[config.mk]
export PLATFORM = sky130hd
export DESIGN_NAME = dms_cell
export DESIGN_NICKNAME = d
export VERILOG_FILES = /design/src/rtl/dms_pkg.sv /design/src/rtl/dms_cell.sv
export SDC_FILE = /design/constraint.sdc
export NUM_CORES = 1
export LEC_CHECK = 0
export ABC_AREA = 1
export BUFFER_PORTS_ARGS = -buffer_cell sky130_fd_sc_hd__buf_2
export CORE_MARGIN = 8
export CORE_UTILIZATION = 42
export CTS_CLUSTER_DIAMETER = 150
export DETAILED_ROUTE_END_ITERATION = 12
export GPL_TIMING_DRIVEN = 0
export PLACE_DENSITY = 0.82
export SETUP_SLACK_MARGIN = 0.2
export SLEW_MARGIN = 30
export SYNTH_ARGS = -nofsm -noshare
export SYNTH_HDL_FRONTEND = slang
export SYNTH_SLANG_ARGS = --single-unit
export TNS_END_PERCENT = 5
[constraint.sdc]
create_clock -name clk_i -period 2.03 [get_ports clk_i]
set_input_delay 0.203 -clock clk_i [delete_from_list [all_inputs] [get_ports clk_i]]
set_output_delay 0.203 -clock clk_i [all_outputs]
set_load 0.02 [all_outputs]
[src/rtl/dms_pkg.sv]
`timescale 1ns / 1ps

package dms_pkg;

  // frame geometry
  localparam int MaxPoints = 64;
  localparam int IdxW      = 6;
  localparam int LenW      = 7;
  localparam int SampleW   = 16;
  localparam int TwW       = 16;
  localparam int ProdW     = SampleW + TwW;
  localparam int AccW      = ProdW + IdxW;
  localparam int PreShift  = SampleW - 8;
  localparam int MagW      = 16;

  // register map
  localparam logic       RegFrameLength   = 1'b0;
  localparam logic [6:0] FrameLengthReset = 7'd64;

  // taylor coefficients of sin(pi/2*u), q30
  localparam logic [31:0] C1 = 32'd1686629713;
  localparam logic [31:0] C3 = 32'd693598669;
  localparam logic [31:0] C5 = 32'd85569306;
  localparam logic [31:0] C7 = 32'd5026996;
  localparam logic [31:0] C9 = 32'd172271;
  localparam logic [31:0] Q30One = 32'h4000_0000;

  typedef struct packed {
    logic signed [TwW-1:0] c;
    logic signed [TwW-1:0] s;
  } twiddle_t;

  typedef struct packed {
    logic signed [AccW-1:0] re;
    logic signed [AccW-1:0] im;
    logic [IdxW-1:0]        bin;
    logic                   last;
  } mag_req_t;

  typedef struct packed {
    logic [MagW-1:0] magnitude;
    logic [IdxW-1:0] bin_index;
    logic            last_bin;
  } result_t;

  // round q30 to q1.15 and saturate
  function automatic logic signed [TwW-1:0] to_q15(input logic [31:0] v);
    logic [32:0] r;
    r = {1'b0, v} + 33'd16384;
    if (r[32:15] > 18'd32767) begin
      return 16'sd32767;
    end
    return signed'({1'b0, r[29:15]});
  endfunction

endpackage

[src/rtl/dms_cell.sv]
`timescale 1ns / 1ps

module dms_cell (
  input  logic                               clk_i,
  input  logic                               shift_i,
  input  logic                               take_tail_i,
  input  logic signed [dms_pkg::SampleW-1:0] next_i,
  input  logic signed [dms_pkg::SampleW-1:0] tail_i,
  output logic signed [dms_pkg::SampleW-1:0] q_o
);

  logic signed [dms_pkg::SampleW-1:0] q_q, q_d;

  // take the neighbor's sample, or the ring feedback at the tail
  always_comb begin
    q_d = take_tail_i ? tail_i : next_i;
  end

  always_ff @(posedge clk_i) begin
    if (shift_i) begin
      q_q <= q_d;
    end
  end

  assign q_o = q_q;

endmodule

==> impl_results.md <==
- Synth Area in XOR/XNOR: 0%
- Nature of the critical path endpoint: output port
- Drt drc: 0
- Final hold vios: 0
- Post-Place Worst Slack: between 1000 and 1500 ps
- Root Buffer: clkbuf_4
- RSZ-0062 raised after global routing: false
- Synth Area in Adders: 0%
- Hold depth: 3
- CP max-delay cell: edfxtp_1
- Critical path depth: 1
- Simple-Gate Fraction of Synth Area: roughly a quarter
- Dpl cells: around 130
- First-pass GRT wire length: about 2700 um
- Count of different cell masters after synthesis: 6
- Initial antenna violation count: 0
- Main combinational cell family by area after synthesis: simple AND/OR/NAND/NOR gates
- Critical path required time: 1830 ps
- Cts hold-fix bufs: 0
- Post-Syn Area: 724 um^2
- Die width: between 50 and 60 um
- CTS max path bufs: 2
- Total number of vias: around 630
- Ant. Diodes: 0
- Footprint of the multi-input gates: between 150 and 200 um^2
- Max incr delay on CP: 380 ps
- Crit-path leading delay family: flip-flops
- Mux contribution to synthesized area: 0%
- Synth top area share: between 60% and 70%
- Fin crit share: around half
- I/O Buffers: 49
- Post-layout min period: between 1000 and 1500 ps
- Clk slew on worst S/H paths: approximately 80 ps
- Final slew viol count: 0
- Number of fill cells in the layout: between 100 and 150
- Worst Setup EP: q_o[1]
- IO Pins: 51
- DP Wirelength: roughly 1500 um
- HP Start: tail_i[12]
- Final nets: around 160
- Post-DR vias/cell: 4.57
- Status: finished, final reports clean
- Syn-to-layout area delta: 39.9%
- Initial Utilization: between 40% and 50%
- # setup viols final: 0
- H-tree levels: 1
- Crit path arrival time: 820 ps
- Top cells by area, synth: edfxtp_1, nand2_1, nand2_2
- Syn nets: slightly above 100
- Sequential share of the synthesized area: 66.3%
- Die height: 57.5 um
- Bufs and invs on worst path: 1
- Largest net degree at the start of global routing: 17
- Worst hold path class: in -> reg
- GRT Util Overall: between 10% and 20%
- Clk sinks: 16
- GP Congestion: roughly 0.7
- Core area: around 0.0017 mm^2
- Drt first pass iters: 4
- Drt total wl: approximately 1700 um
- Iter 0 DRT Violations: 15
- Postcts setup bufs: 0
- Post-CTS sizing: 0
- Vias in the first global route: roughly 630
- VDD IR-drop max: ~0.26 mV
- Power per cell area: 700 mW/mm^2
- Static Leak: 0.531 nW
- Register Area: roughly 480 um^2
- Element type at the critical path start: flip-flop
- CP startpoint: q_o[1]$_DFFE_PP_
- Final WS setup: just over 1000 ps
- Num CTS Buffers: 3
- CTS tree: yes
- Post-Syn Instances: just under 70
- Synth warn: 0
- MaxCap Viol Count: 0
- Num rows: 15
- Yosys reg bits: 16
- Critical Path, Cell by Cell: buf_2
- Syn_area_per_cell: 10.7 um^2
- Crit Path Max Fanout: 1
- Die ar.: 0.00331 mm^2
- Crit path kind: reg -> out
- Yosys top cell by area: edfxtp_1
- Final ANT Viol Nets: 0
- Largest register FFs: 16
- Remaining Overflow, GRT: 0
- Worst slew pin tran: about 330 ps
- Drt wl/cell: roughly 13 um
- Slew HR: 77.7%
- Complex-gate fraction of the synthesized area: 0%
- Sum Neg Setup Slack: 0 ps
- Fin cells: 137
- Layout cells sized above 1: 50.8%
- Fmax: 981 MHz
==> cells by family after synthesis <==
kind of cell | count (synthesis)
and+or+nand+nor | 48
DFF | 16
buffers and inverters | 4
==> area by class of cell <==
cell class                 instances  area share (%)
buffer                             3            4.20
clock buffer                       3            2.22
inverter                           1           0.864
multi-input combinational         48            19.0
sequential                        16            47.4
tap                               17            2.10
timing repair buffer              49            24.2
==> synthesized netlist by cell type <==
master and n:
edfxtp_1 16, buf_6 2, nand2_1 43, inv_6 1
buf_12 1, nand2_2 5
==> cells in the final DEF, fill, tap and decap left out <==
cell      Yosys  routed
buf_6         2       2
nand2_1      43      43
clkbuf_4      0       3
edfxtp_1     16      16
buf_12        1       1
nand2_2       5       5
buf_2         0      49
inv_6         1       1
==> report_power, final <==
group / total (W) / internal, W / leakage [nW] / switching [W]
combinational: 0.000151 / 0.0000618 / 0.361 / 0.0000893
sequential: 0.000404 / 0.000399 / 0.156 / 0.00000569
clock: 0.000153 / 0.0000686 / 0.0138 / 0.0000849
total: 0.000709 / 0.000529 / 0.531 / 0.000180
==> metrics by stage <==
step	total power, W	utilization (%)	area [um^2]	hold WS [ps]
finish	0.000709	60.7	1010	192
global route	0.000737	60.7	1010	189
CTS	0.000717	60.7	1010	183
detailed placement	0.000566	59.3	991	473
global placement	0.000561	59.3	991	471
floorplan	0.000494	-	724	315
==> worst min-delay path by stage <==
stage / end / slack [ps]
detailed placement: q_o[14]$_DFFE_PP_ / 470
global route: q_o[12]$_DFFE_PP_ / 190
finish: q_o[12]$_DFFE_PP_ / 190
global placement: q_o[14]$_DFFE_PP_ / 470
CTS: q_o[12]$_DFFE_PP_ / 180
floorplan: q_o[0]$_DFFE_PP_ / 320
==> per-layer routing <==
layer	routed length (um)	GRT usage, %	up-vias
met5	0	0	-
met4	59	10.7	0
met3	194	4.71	6
met2	879	18.0	33
met1	606	8.85	264
li1	-	-	323
No activity file was read; power rests on OpenSTA's default activity.
