===== src/rtl/dms_pkg.sv =====
`timescale 1ns / 1ps

package dms_pkg;

  // frame geometry
  localparam int MaxPoints = 64;
  localparam int IdxW      = 6;
  localparam int LenW      = 7;
  localparam int SampleW   = 16;
  localparam int TwW       = 16;
  localparam int ProdW     = SampleW + TwW;
  localparam int AccW      = ProdW + IdxW;
  localparam int PreShift  = SampleW - 8;
  localparam int MagW      = 16;

  // register map
  localparam logic       RegFrameLength   = 1'b0;
  localparam logic [6:0] FrameLengthReset = 7'd64;

  // taylor coefficients of sin(pi/2*u), q30
  localparam logic [31:0] C1 = 32'd1686629713;
  localparam logic [31:0] C3 = 32'd693598669;
  localparam logic [31:0] C5 = 32'd85569306;
  localparam logic [31:0] C7 = 32'd5026996;
  localparam logic [31:0] C9 = 32'd172271;
  localparam logic [31:0] Q30One = 32'h4000_0000;

  typedef struct packed {
    logic signed [TwW-1:0] c;
    logic signed [TwW-1:0] s;
  } twiddle_t;

  typedef struct packed {
    logic signed [AccW-1:0] re;
    logic signed [AccW-1:0] im;
    logic [IdxW-1:0]        bin;
    logic                   last;
  } mag_req_t;

  typedef struct packed {
    logic [MagW-1:0] magnitude;
    logic [IdxW-1:0] bin_index;
    logic            last_bin;
  } result_t;

  // round q30 to q1.15 and saturate
  function automatic logic signed [TwW-1:0] to_q15(input logic [31:0] v);
    logic [32:0] r;
    r = {1'b0, v} + 33'd16384;
    if (r[32:15] > 18'd32767) begin
      return 16'sd32767;
    end
    return signed'({1'b0, r[29:15]});
  endfunction

endpackage


===== src/rtl/dms_mag.sv =====
`timescale 1ns / 1ps

module dms_mag (
  input  logic                     clk_i,
  input  logic                     rst_ni,
  input  logic [dms_pkg::LenW-1:0] len_i,
  input  logic                     req_valid_i,
  input  dms_pkg::mag_req_t        req_i,
  output logic                     req_ready_o,
  output logic                     res_valid_o,
  input  logic                     res_ready_i,
  output dms_pkg::result_t         res_o
);

  typedef enum logic [2:0] {
    MG_IDLE,
    MG_SQ_RE,
    MG_SQ_IM,
    MG_ROOT,
    MG_DIV,
    MG_DONE
  } mg_state_e;

  localparam logic [61:0] RootTop = {2'b01, 60'd0};
  localparam logic [4:0]  LastDiv = 5'd23;
  localparam logic [23:0] MagSat  = 24'd32768;

  mg_state_e                 state_q;
  logic [29:0]               ar_q, ai_q;
  logic [61:0]               v_q, res_q, bit_q;
  logic [23:0]               num_q;
  logic [dms_pkg::LenW-1:0]  rem_q;
  logic [4:0]                cnt_q;
  logic [dms_pkg::IdxW-1:0]  bin_q;
  logic                      last_q;
  logic                      out_v_q;
  dms_pkg::result_t          out_q;

  logic [37:0] abs_re, abs_im;
  logic [29:0] sq_op;
  logic [59:0] sq;
  logic [61:0] tmp;
  logic        take;
  logic [61:0] res_nx;
  logic [7:0]  rem2;
  logic        ge;

  // magnitudes of the sums, the square on the shared multiplier
  always_comb begin
    abs_re = req_i.re[37] ? 38'(-req_i.re) : 38'(req_i.re);
    abs_im = req_i.im[37] ? 38'(-req_i.im) : 38'(req_i.im);
    sq_op  = (state_q == MG_SQ_RE) ? ar_q : ai_q;
    sq     = sq_op * sq_op;
  end

  // one step of the integer square root
  always_comb begin
    tmp    = res_q + bit_q;
    take   = (v_q >= tmp);
    res_nx = take ? ((res_q >> 1) + bit_q) : (res_q >> 1);
  end

  // one quotient bit of root / (n * 128)
  always_comb begin
    rem2 = {rem_q, num_q[23]};
    ge   = (rem2 >= {1'b0, len_i});
  end

  always_ff @(posedge clk_i or negedge rst_ni) begin
    if (!rst_ni) begin
      state_q <= MG_IDLE;
      out_v_q <= 1'b0;
      ar_q    <= '0;
      ai_q    <= '0;
      v_q     <= '0;
      res_q   <= '0;
      bit_q   <= '0;
      num_q   <= '0;
      rem_q   <= '0;
      cnt_q   <= '0;
      bin_q   <= '0;
      last_q  <= 1'b0;
      out_q   <= '0;
    end else begin
      if (res_ready_i) begin
        out_v_q <= 1'b0;
      end
      unique case (state_q)
        MG_IDLE: begin
          if (req_valid_i) begin
            ar_q    <= abs_re[37:dms_pkg::PreShift];
            ai_q    <= abs_im[37:dms_pkg::PreShift];
            bin_q   <= req_i.bin;
            last_q  <= req_i.last;
            state_q <= MG_SQ_RE;
          end
        end
        MG_SQ_RE: begin
          v_q     <= {2'b00, sq};
          state_q <= MG_SQ_IM;
        end
        MG_SQ_IM: begin
          v_q     <= v_q + {2'b00, sq};
          res_q   <= '0;
          bit_q   <= RootTop;
          state_q <= MG_ROOT;
        end
        MG_ROOT: begin
          if (take) begin
            v_q <= v_q - tmp;
          end
          res_q <= res_nx;
          bit_q <= bit_q >> 2;
          if (bit_q[0]) begin
            num_q   <= res_nx[30:7];
            rem_q   <= '0;
            cnt_q   <= '0;
            state_q <= MG_DIV;
          end
        end
        MG_DIV: begin
          rem_q <= ge ? 7'(rem2 - {1'b0, len_i}) : rem2[dms_pkg::LenW-1:0];
          num_q <= {num_q[22:0], ge};
          cnt_q <= cnt_q + 5'd1;
          if (cnt_q == LastDiv) begin
            state_q <= MG_DONE;
          end
        end
        MG_DONE: begin
          if (!out_v_q || res_ready_i) begin
            out_q.magnitude <= (num_q > MagSat) ? MagSat[15:0] : num_q[15:0];
            out_q.bin_index <= bin_q;
            out_q.last_bin  <= last_q;
            out_v_q         <= 1'b1;
            state_q         <= MG_IDLE;
          end
        end
        default: state_q <= MG_IDLE;
      endcase
    end
  end

  assign req_ready_o = (state_q == MG_IDLE);
  assign res_valid_o = out_v_q;
  assign res_o       = out_q;

endmodule


===== config.mk =====
export PLATFORM = sky130hd
export DESIGN_NAME = dms_mag
export DESIGN_NICKNAME = d
export VERILOG_FILES = /design/src/rtl/dms_pkg.sv /design/src/rtl/dms_mag.sv
export SDC_FILE = /design/constraint.sdc
export NUM_CORES = 2
export LEC_CHECK = 0
export BUFFER_PORTS_ARGS = -buffer_cell sky130_fd_sc_hd__buf_2
export CAP_MARGIN = 20
export CORE_MARGIN = 5
export CORE_UTILIZATION = 56
export DETAILED_ROUTE_END_ITERATION = 10
export PLACE_DENSITY = 0.74
export SYNTH_ARGS = -nofsm -noshare
export SYNTH_HDL_FRONTEND = slang
export SYNTH_SLANG_ARGS = --single-unit

===== constraint.sdc =====
create_clock -name clk_i -period 11.55 [get_ports clk_i]
set_clock_uncertainty 0.2 [all_clocks]
set_input_delay 0.5775 -clock clk_i [delete_from_list [all_inputs] [get_ports clk_i]]
set_output_delay 0.5775 -clock clk_i [all_outputs]
set_load 0.1 [all_outputs]

==> impl_results.md <==
- Synth area leader: fa_1
- Critical path's slowest cell: fa_1
- Max Transition Viols Final: 0
- Via-to-Cell Ratio: 5.98
- Distinct cells, synth: 72
- Worst skew pair latency: 0.60 ns
- Max Cap Viol: 0
- Post-route insts no fill: 7357
- Critical path arrival: 11.55 ns
- Post-Syn Instances: 6084
- Reg2Reg Depth: 42
- FFs w/ async S/R, synth: 100%
- Row cnt: 110
- Setup_tns: 0 ns
- Post-DP HPWL: 124000 um
- Nets: 7395
- Clock root cell: clkbuf_16
- Clock buffer depth: 3
- Cell count of the worst hold path: 3
- Synth warn: 0
- Required time of the critical path: 11.82 ns
- Initial Util: 56.3%
- GR Util All Layers: 31.7%
- Clk sink count: 285
- Worst slew pin tran: 1.03 ns
- Fillers: 8017
- Tcrit/Tclk final: 97.6%
- Core area: 89700 um^2
- Largest net degree at the start of global routing: 153
- Area grow syn2layout: 8.51%
- Die Height: 310 um
- Vias: 43976
- Syn_area_per_cell: 8.30 um^2
- First-pass GRT wire length: 241000 um
- Crit end category: flip-flop
- GRT Residual Overflow: 0
- Post-synth EDFFs: 0
- Post-Place Worst Slack: -0.123 ns
- Htree depth: 2
- Most used flip-flop cell after synthesis: dfrtp_1
- Num CTS Buffers: 37
- Outcome: finished, final reports clean
- Post-DP Area: 53000 um^2
- Final hold vios: 0
- Post-Place Cells: 7266
- Synth top area share: 27.6%
- Post-Route WL: 153000 um
- DR iter-0 viols: 3851
- Hold path endpoint: res_valid_o
- Antenna violations before repair: 7
- Worst-path fanout max: 11
- Number of routed nets with antenna violations: 0
- Clock transition at the registers of the reported paths: 0.07 ns
- RD Place Congestion: 0.987
- Vias in the first global route: 43882
- Worst slew margin: 30.4%
- Hold crit path type: in2reg
- DRC viols: 0
- Die W: 310 um
- Design Area, Final: 54800 um^2
- Post-synthesis sequential area ratio: 14.1%
- Seq cells post-synth: 285
- DR WL/cell: 20.8 um
- Synth area leaders: fa_1, dfrtp_1, ha_1
- CP most frequent cell: fa_1
- Setup CP Type: reg2reg
- Port bufs: 118
- FMAX: 88.7 MHz
- Top Ports: 119
- Crit path time final: 11.28 ns
- Die area: 96300 um^2
- First drt pass iteration count: 6
- R2R Path Start: state_q[0]
- Flop-to-flop setup slack: 0.27 ns
- Share of layout cells above drive strength 1: 7.99%
- Final setup fails: 0
- Synthesized area: 50500 um^2
- Max stage delay on crit path: 0.55 ns
- Reg-to-reg endpoint: v_q[60]
- CP Launch Type: flip-flop
- Final WS setup: 0.274 ns
- Syn nets: 7326
- Hold wc startpoint: res_ready_i
- CTS tree: yes
cell families after synthesis:
family | after synthesis | synth area share, %
AOI/OAI and AO/OA | 1294 | 15.8
xor gates and xnor gates | 364 | 6.31
adders and majority gates | 1148 | 38.8
buffers and inverters | 1232 | 9.16
DFF | 285 | 14.1
muxes | 55 | 1.15
and+or+nand+nor | 1706 | 14.6
routing by layer:
layer	global-route usage (%)	share of wire, %	vias to the layer above
li1	-	-	20111
met1	45.0	43	21698
met2	49.8	45	1772
met3	5.41	8.1	391
met4	11.0	4.1	4
met5	0	0.018	-
area by class of cell:
type	count	area [um^2]	share of cell area, %
inverter	971	3680	6.72
clock inverter	20	245	0.448
clock buffer	45	1010	1.84
timing repair buffer	291	2140	3.90
antenna	2	5.00	0.00913
sequential	285	7140	13.0
tap	1176	1470	2.69
multi-input combinational	4567	39100	71.4
state kept, by name, summed over array words and instances (netlist names):
register / count
ai_q: 30
rem_q: 7
res_q: 62
ar_q: 30
bin_q: 6
cnt_q: 5
num_q: 24
v_q: 62
state_q: 3
last_q: 1
res_valid_o: 1
res_o: 23
bit_q: 31
Yosys cell counts (all sizes together) (15+ instances only):
library cell  count
a211oi           54
a21o            105
a21oi           304
a22o             19
a22oi            33
a31o             15
a31oi            78
and2             17
and3             35
buf              27
clkbuf          234
dfrtp           285
fa              695
ha              453
inv             962
mux2             26
mux2i            29
nand2           816
nand2b           28
nand3            84
nand4            71
nor2            470
nor2b            31
nor3             57
nor4             20
o211ai           33
o21a             36
o21ai           408
o21bai           42
o31ai            46
or3              27
xnor2           159
xor2            205
what timing repair did:
item	CTS	global route
setup endpoints to repair	4	24
buffers inserted	0	13
pin swaps	0	5
gates resized for setup	2	82
endpoints found under the hold margin	78	0
gates cloned	0	1
hold buffers	8	0
how the worst max path moves through the flow:
stage	startpoint	to	slack, ns	cells past startpoint
floorplan	state_q[0]	v_q[59]	0.24	42
global placement	state_q[0]	v_q[59]	-0.09	45
detailed placement	state_q[0]	v_q[59]	-0.12	45
CTS	state_q[0]	v_q[60]	0.02	39
global route	state_q[0]	v_q[57]	-0.06	44
finish	state_q[0]	v_q[60]	0.27	42
cell usage in the layout, fill, tap and decap left out, types with 52 or more instances in the layout:
| master | Yosys | layout |
|---|---|---|
| nor3_1 | 57 | 55 |
| nand2_1 | 816 | 813 |
| a21oi_1 | 304 | 294 |
| fa_1 | 695 | 695 |
| a21o_1 | 105 | 105 |
| ha_1 | 453 | 445 |
| buf_2 | 3 | 117 |
| nor2_1 | 470 | 467 |
| dfrtp_1 | 285 | 284 |
| buf_4 | 0 | 145 |
| a211oi_1 | 54 | 52 |
| inv_1 | 962 | 953 |
| nand4_1 | 71 | 71 |
| nand3_1 | 84 | 84 |
| xor2_1 | 205 | 204 |
| xnor2_1 | 159 | 155 |
| a31oi_1 | 78 | 78 |
| o21ai_0 | 407 | 397 |
worst max-delay path, delay by kind of cell (launching register included):
| family | cells | cell delay [ns] |
|---|---|---|
| AO/OA/AOI/OAI | 12 | 2.34 |
| AND/OR/NAND/NOR | 6 | 1.36 |
| multiplexers | 2 | 0.51 |
| buffers and inverters | 11 | 1.43 |
| XOR/XNOR | 1 | 0.18 |
| flip-flops | 1 | 0.43 |
| adder cells (fa/ha/maj) | 10 | 4.68 |
stage by stage:
| step | util [%] | hold WS, ns |
|---|---|---|
| after floorplan | - | 0.0819 |
| after global placement | 59.0 | 0.253 |
| after detailed placement | 59.0 | 0.266 |
| after CTS | 60.5 | 0.0398 |
| after global routing | 61.1 | 0.0918 |
| final | 61.1 | 0.0658 |
Power is not shown: default switching activity piles up to over one toggle a cycle in this logic, so the estimate is an artifact.
