==> src/rtl/dms_pkg.sv <==
`timescale 1ns / 1ps

package dms_pkg;

  // frame geometry
  localparam int MaxPoints = 64;
  localparam int IdxW      = 6;
  localparam int LenW      = 7;
  localparam int SampleW   = 16;
  localparam int TwW       = 16;
  localparam int ProdW     = SampleW + TwW;
  localparam int AccW      = ProdW + IdxW;
  localparam int PreShift  = SampleW - 8;
  localparam int MagW      = 16;

  // register map
  localparam logic       RegFrameLength   = 1'b0;
  localparam logic [6:0] FrameLengthReset = 7'd64;

  // taylor coefficients of sin(pi/2*u), q30
  localparam logic [31:0] C1 = 32'd1686629713;
  localparam logic [31:0] C3 = 32'd693598669;
  localparam logic [31:0] C5 = 32'd85569306;
  localparam logic [31:0] C7 = 32'd5026996;
  localparam logic [31:0] C9 = 32'd172271;
  localparam logic [31:0] Q30One = 32'h4000_0000;

  typedef struct packed {
    logic signed [TwW-1:0] c;
    logic signed [TwW-1:0] s;
  } twiddle_t;

  typedef struct packed {
    logic signed [AccW-1:0] re;
    logic signed [AccW-1:0] im;
    logic [IdxW-1:0]        bin;
    logic                   last;
  } mag_req_t;

  typedef struct packed {
    logic [MagW-1:0] magnitude;
    logic [IdxW-1:0] bin_index;
    logic            last_bin;
  } result_t;

  // round q30 to q1.15 and saturate
  function automatic logic signed [TwW-1:0] to_q15(input logic [31:0] v);
    logic [32:0] r;
    r = {1'b0, v} + 33'd16384;
    if (r[32:15] > 18'd32767) begin
      return 16'sd32767;
    end
    return signed'({1'b0, r[29:15]});
  endfunction

endpackage

==> src/rtl/dms_twiddle.sv <==
`timescale 1ns / 1ps

module dms_twiddle (
  input  logic                            clk_i,
  input  logic                            rst_ni,
  input  logic                            rebuild_i,
  input  logic [dms_pkg::LenW-1:0]        len_i,
  output logic                            busy_o,
  input  logic [dms_pkg::IdxW-1:0]        rd_addr_i,
  output dms_pkg::twiddle_t               rd_data_o
);

  typedef enum logic [2:0] {
    TW_IDLE,
    TW_SETUP,
    TW_DIV,
    TW_SIN,
    TW_COS
  } tw_state_e;

  localparam logic [2:0] LastStep = 3'd5;
  localparam logic [4:0] LastDiv  = 5'd29;

  tw_state_e                 state_q;
  logic [dms_pkg::IdxW-1:0]  m_q;
  logic [1:0]                quad_q;
  logic [dms_pkg::LenW-1:0]  rem_q;
  logic [29:0]               u_q;
  logic [4:0]                cnt_q;
  logic [2:0]                step_q;
  logic [31:0]               x2_q;
  logic [31:0]               t_q;
  logic signed [15:0]        sv_q;
  dms_pkg::twiddle_t         mem_q [dms_pkg::MaxPoints];
  dms_pkg::twiddle_t         rd_q;

  logic [7:0]  len8;
  logic [7:0]  frac;
  logic [1:0]  quad;
  logic [7:0]  rem2;
  logic        ge;
  logic [31:0] opnd;
  logic [31:0] mul_a, mul_b;
  logic [63:0] prod;
  logic [31:0] hi;
  logic [31:0] coef;
  logic signed [15:0] q15;
  dms_pkg::twiddle_t  wr_word;

  // quadrant and remainder of 4m / n
  always_comb begin
    len8 = {1'b0, len_i};
    frac = {m_q, 2'b00};
    quad = 2'd0;
    for (int i = 0; i < 3; i++) begin
      if (frac >= len8) begin
        frac = frac - len8;
        quad = quad + 2'd1;
      end
    end
  end

  // one bit of (r << 30) / n per cycle
  always_comb begin
    rem2 = {rem_q, 1'b0};
    ge   = (rem2 >= len8);
  end

  // horner step on the shared multiplier
  always_comb begin
    opnd  = (state_q == TW_COS) ? (dms_pkg::Q30One - {2'b00, u_q}) : {2'b00, u_q};
    mul_a = (step_q == 3'd0 || step_q == LastStep) ? opnd : x2_q;
    mul_b = (step_q == 3'd0) ? opnd : t_q;
    prod  = mul_a * mul_b;
    hi    = prod[61:30];
    unique case (step_q)
      3'd1:    coef = dms_pkg::C7;
      3'd2:    coef = dms_pkg::C5;
      3'd3:    coef = dms_pkg::C3;
      default: coef = dms_pkg::C1;
    endcase
    q15 = dms_pkg::to_q15(hi);
  end

  // place the quarter-wave values by quadrant
  always_comb begin
    unique case (quad_q)
      2'd0: begin
        wr_word.c = q15;
        wr_word.s = sv_q;
      end
      2'd1: begin
        wr_word.c = -sv_q;
        wr_word.s = q15;
      end
      2'd2: begin
        wr_word.c = -q15;
        wr_word.s = -sv_q;
      end
      default: begin
        wr_word.c = sv_q;
        wr_word.s = -q15;
      end
    endcase
  end

  // table build sequencer
  always_ff @(posedge clk_i or negedge rst_ni) begin
    if (!rst_ni) begin
      state_q <= TW_SETUP;
      m_q     <= '0;
      quad_q  <= '0;
      rem_q   <= '0;
      u_q     <= '0;
      cnt_q   <= '0;
      step_q  <= '0;
      x2_q    <= '0;
      t_q     <= '0;
      sv_q    <= '0;
    end else if (rebuild_i) begin
      state_q <= TW_SETUP;
      m_q     <= '0;
    end else begin
      unique case (state_q)
        TW_IDLE: begin
          state_q <= TW_IDLE;
        end
        TW_SETUP: begin
          quad_q  <= quad;
          rem_q   <= frac[dms_pkg::LenW-1:0];
          u_q     <= '0;
          cnt_q   <= '0;
          state_q <= TW_DIV;
        end
        TW_DIV: begin
          rem_q <= ge ? 7'(rem2 - len8) : rem2[dms_pkg::LenW-1:0];
          u_q   <= {u_q[28:0], ge};
          cnt_q <= cnt_q + 5'd1;
          if (cnt_q == LastDiv) begin
            step_q  <= '0;
            state_q <= TW_SIN;
          end
        end
        TW_SIN, TW_COS: begin
          step_q <= step_q + 3'd1;
          if (step_q == 3'd0) begin
            x2_q <= hi;
            t_q  <= dms_pkg::C9;
          end else if (step_q != LastStep) begin
            t_q <= coef - hi;
          end else begin
            step_q <= '0;
            if (state_q == TW_SIN) begin
              sv_q    <= q15;
              state_q <= TW_COS;
            end else begin
              m_q <= m_q + 6'd1;
              if ({1'b0, m_q} == len_i - 7'd1) begin
                state_q <= TW_IDLE;
              end else begin
                state_q <= TW_SETUP;
              end
            end
          end
        end
        default: state_q <= TW_IDLE;
      endcase
    end
  end

  // twiddle memory
  always_ff @(posedge clk_i) begin
    if (state_q == TW_COS && step_q == LastStep && !rebuild_i) begin
      mem_q[m_q] <= wr_word;
    end
    rd_q <= mem_q[rd_addr_i];
  end

  assign rd_data_o = rd_q;
  assign busy_o    = (state_q != TW_IDLE);

endmodule

==> config.mk <==
export PLATFORM = sky130hd
export DESIGN_NAME = dms_twiddle
export DESIGN_NICKNAME = d
export VERILOG_FILES = /design/src/rtl/dms_pkg.sv /design/src/rtl/dms_twiddle.sv
export SDC_FILE = /design/constraint.sdc
export NUM_CORES = 2
export LEC_CHECK = 0
export BUFFER_PORTS_ARGS = -buffer_cell sky130_fd_sc_hd__buf_2
export CAP_MARGIN = 20
export CORE_ASPECT_RATIO = 1.5
export CORE_MARGIN = 2
export CORE_UTILIZATION = 55
export DETAILED_ROUTE_END_ITERATION = 8
export PLACE_DENSITY = 0.75
export SYNTH_ARGS = -nofsm -noshare
export SYNTH_HDL_FRONTEND = slang
export SYNTH_SLANG_ARGS = --single-unit
==> constraint.sdc <==
create_clock -name clk_i -period 21.9 [get_ports clk_i]
set_clock_uncertainty 0.1 [all_clocks]
set_input_delay 4.38 -clock clk_i [delete_from_list [all_inputs] [get_ports clk_i]]
set_output_delay 4.38 -clock clk_i [all_outputs]
set_load 0.02 [all_outputs]
==> flow_metrics.tcl <==
set metrics [dict create \
    outcome "complete, no violations" \
    synth_edf_count 2048 \
    busiest_layer "met2" \
    grtUsageTotal_pct 35.38 \
    cp-start-kind "register" \
    dp.final_hpwl_mm 245.0 \
    yosysTopAreaCell "edfxtp_1" \
    slew_headroom_pct 16.52 \
    cts_made_buffers 186 \
    insertion_delay_ps 860 \
    yosys.cell_count.top_type "edfxtp_1" \
    root_buffer "clkbuf_16" \
    drt-total-wl_mm 390.0 \
    r2r_slack_ps 5360 \
    dr_total_vias 73930 \
    antenna_found_initial 26 \
    worstHoldStart "t_q[8]" \
    grt_pass1_wl_mm 560.8 \
    finalCritPeriodShare_pct 75.52 \
    drtPass1Iterations 8 \
    ys_warn_count 0 \
    critPathCaptureType "register" \
    drive_gt1_share_pct 16.96 \
    use_met2_pct 61.20 \
    syn_area_sq_um 121400 \
    die_h_um 579.4 \
    drv_cap 0 \
    crit_type "register to register" \
    grt_max_degree 158 \
    cp_slowest_stage_delay_ps 710 \
    clockBufferDepth 4 \
    reg2reg_to "mem_q[25][30]" \
    worstPathMaxFanout 64 \
    io_pins 49 \
    setup_viol 0 \
    grt_pass1_vias 79310 \
    required_ps 22320 \
    vias_per_cell 6.584 \
    gp_congestion 1.013 \
    syn_area_per_cell_sq_um 14.89 \
    cp_slowest_cell "or4b_1" \
    reg2reg_depth 43 \
    hold_class "register to register" \
    wl_per_cell_um 34.73 \
    fin_crit_ps 16540 \
    grtUsageMet1_pct 38.37 \
    async_flop_share_pct 6.095 \
    htree_levels 4 \
    ys_types 95 \
    met3_usage_pct 6.572 \
    floorplan.initialDensity_pct 55.21 \
    overflow 0 \
    rows 211 \
    ant_nets 0 \
    worst_pin_slew_ps 1252 \
    cp_common_cell "fa_1" \
    syn2layout_area_growth_pct 9.392 \
    synth.ff_latch_count 2215 \
    crit_arrival_ps 16960 \
    nets 9429 \
    clk_pin_slew_ps 70 \
    hold_end "t_q[8]" \
    synth_area_leaders "edfxtp_1 51%, fa_1 15%, mux4_2 12%, ha_1 3.2%, inv_1 3.0%" \
    synth_common_cells "2048 x edfxtp_1, 956 x inv_1, 897 x fa_1" \
    hold_violations 0 \
    portBuffers 48 \
    synth_top_area_share_pct 50.65 \
    core-area_sq_um 219900 \
    post_cts_buffers 0 \
    syn-num-nets 9381 \
    drcViolationCount 0 \
    holdPathStages 2 \
    max_freq_ghz 0.06046 \
    setup_tns_ps 0 \
    synth_flop_cell "edfxtp_1" \
    drt_iter0_markers 8829 \
    synth-seq-area-share_pct 53.97 \
    syn_inst 8156 \
    die_x_um 387.6 \
    slew_viol_final 0 \
    cts_resized 0 \
    clock_sinks 2215 \
    die_area_sq_um 224600 \
    reg2reg_from "u_q[2]" \
    grt_setup_unrepaired "no" \
    cts_hold_buffers 0 \
    cts_tree "done" \
]
==> how the worst max path moves through the flow <==
stage               slack (ps)             to    from  cells past startpoint
floorplan                 6230   mem_q[0][30]  u_q[0]                     48
global placement          5920  mem_q[36][12]  u_q[1]                     42
detailed placement        5540  mem_q[39][14]  u_q[1]                     42
CTS                       5440  mem_q[14][14]  u_q[2]                     42
global route              4490  mem_q[25][30]  u_q[2]                     43
finish                    5360  mem_q[25][30]  u_q[2]                     43
==> placed cells by master, fill, tap and decap left out, types with 24 or more instances in the layout <==
master / n
edfxtp_1: 2048
inv_1: 956
fa_1: 897
nand2_1: 716
nor2_1: 693
mux4_2: 667
ha_1: 312
buf_4: 231
clkbuf_16: 190
o21ai_0: 167
dfrtp_1: 133
a21oi_1: 129
xnor2_1: 82
nor2_4: 64
o21a_1: 63
xor2_1: 59
nor3_1: 49
nand3_1: 49
buf_2: 43
a21o_1: 39
clkinv_1: 35
nand4_1: 32
dfxtp_1: 32
o21ai_1: 30
clkinv_2: 29
a22o_1: 28
bufinv_16: 26
clkbuf_1: 25
or3_1: 24
==> per-stage QoR <==
| stage | util, % | hold WS [ps] | instance area (sq um) | cells | setup WS (ps) |
|---|---|---|---|---|---|
| after floorplan | - | 348.4 | 121400 | 8156 | 6227 |
| after global placement | 57.48 | 362.7 | 126400 | 10880 | 5918 |
| after detailed placement | 57.52 | 370.9 | 126500 | 10890 | 5540 |
| after CTS | 60.32 | 386.3 | 132700 | 11210 | 5442 |
| after global routing | 60.39 | 408.5 | 132800 | 11230 | 4489 |
| final | 60.39 | 385.6 | 132800 | 11230 | 5361 |
==> critical path, delay by kind of cell (launching register included) <==
family	cells	cell delay [ps]
buf+inv	5	1550
fa+ha+maj	10	4760
xor+xnor	2	630
simple gates	15	5240
flops	1	420
compound gates	11	3430
==> registers in the layout, summed over array words and instances (netlist names), 5 cells and up <==
signal     flops
cnt_q          5
m_q            6
mem_q       2048
rd_data_o     32
rem_q          7
sv_q          15
t_q           32
u_q           30
x2_q          32
==> cell families (layout without fill, tap and decap cells) <==
| logic type | after synthesis | in the layout | share of synthesized area, % |
|---|---|---|---|
| XOR/XNOR | 142 | 142 | 1.031 |
| AND/OR/NAND/NOR | 1780 | 1780 | 6.107 |
| other | 0 | 10 | 0 |
| flip-flops | 2215 | 2215 | 53.97 |
| AO/OA/AOI/OAI | 710 | 710 | 3.819 |
| adder cells (fa/ha/maj) | 1209 | 1209 | 18.01 |
| buffers and inverters | 1391 | 1579 | 4.325 |
| multiplexers | 709 | 709 | 12.75 |
==> metal layers <==
layer	share of wire, %	vias to the layer above	wire length, um
met3	8.9	1682	34540
met1	30	38230	118600
li1	-	29180	-
met5	0.033	-	130
met4	9.9	20	38460
met2	51	4821	198200
==> layout make-up <==
class | count | area [sq um]
timing repair buffer | 290 | 2270
clock buffer | 219 | 4903
multi-input combinational | 4550 | 51630
tap | 2875 | 3597
inverter | 961 | 3607
clock inverter | 109 | 1256
sequential | 2215 | 65520
antenna | 10 | 25.02
fill | 15720 | 87100
Power is left out: the tool's default activity adds up to more than one toggle a clock period on the data nets, which glitch-free logic cannot reach.
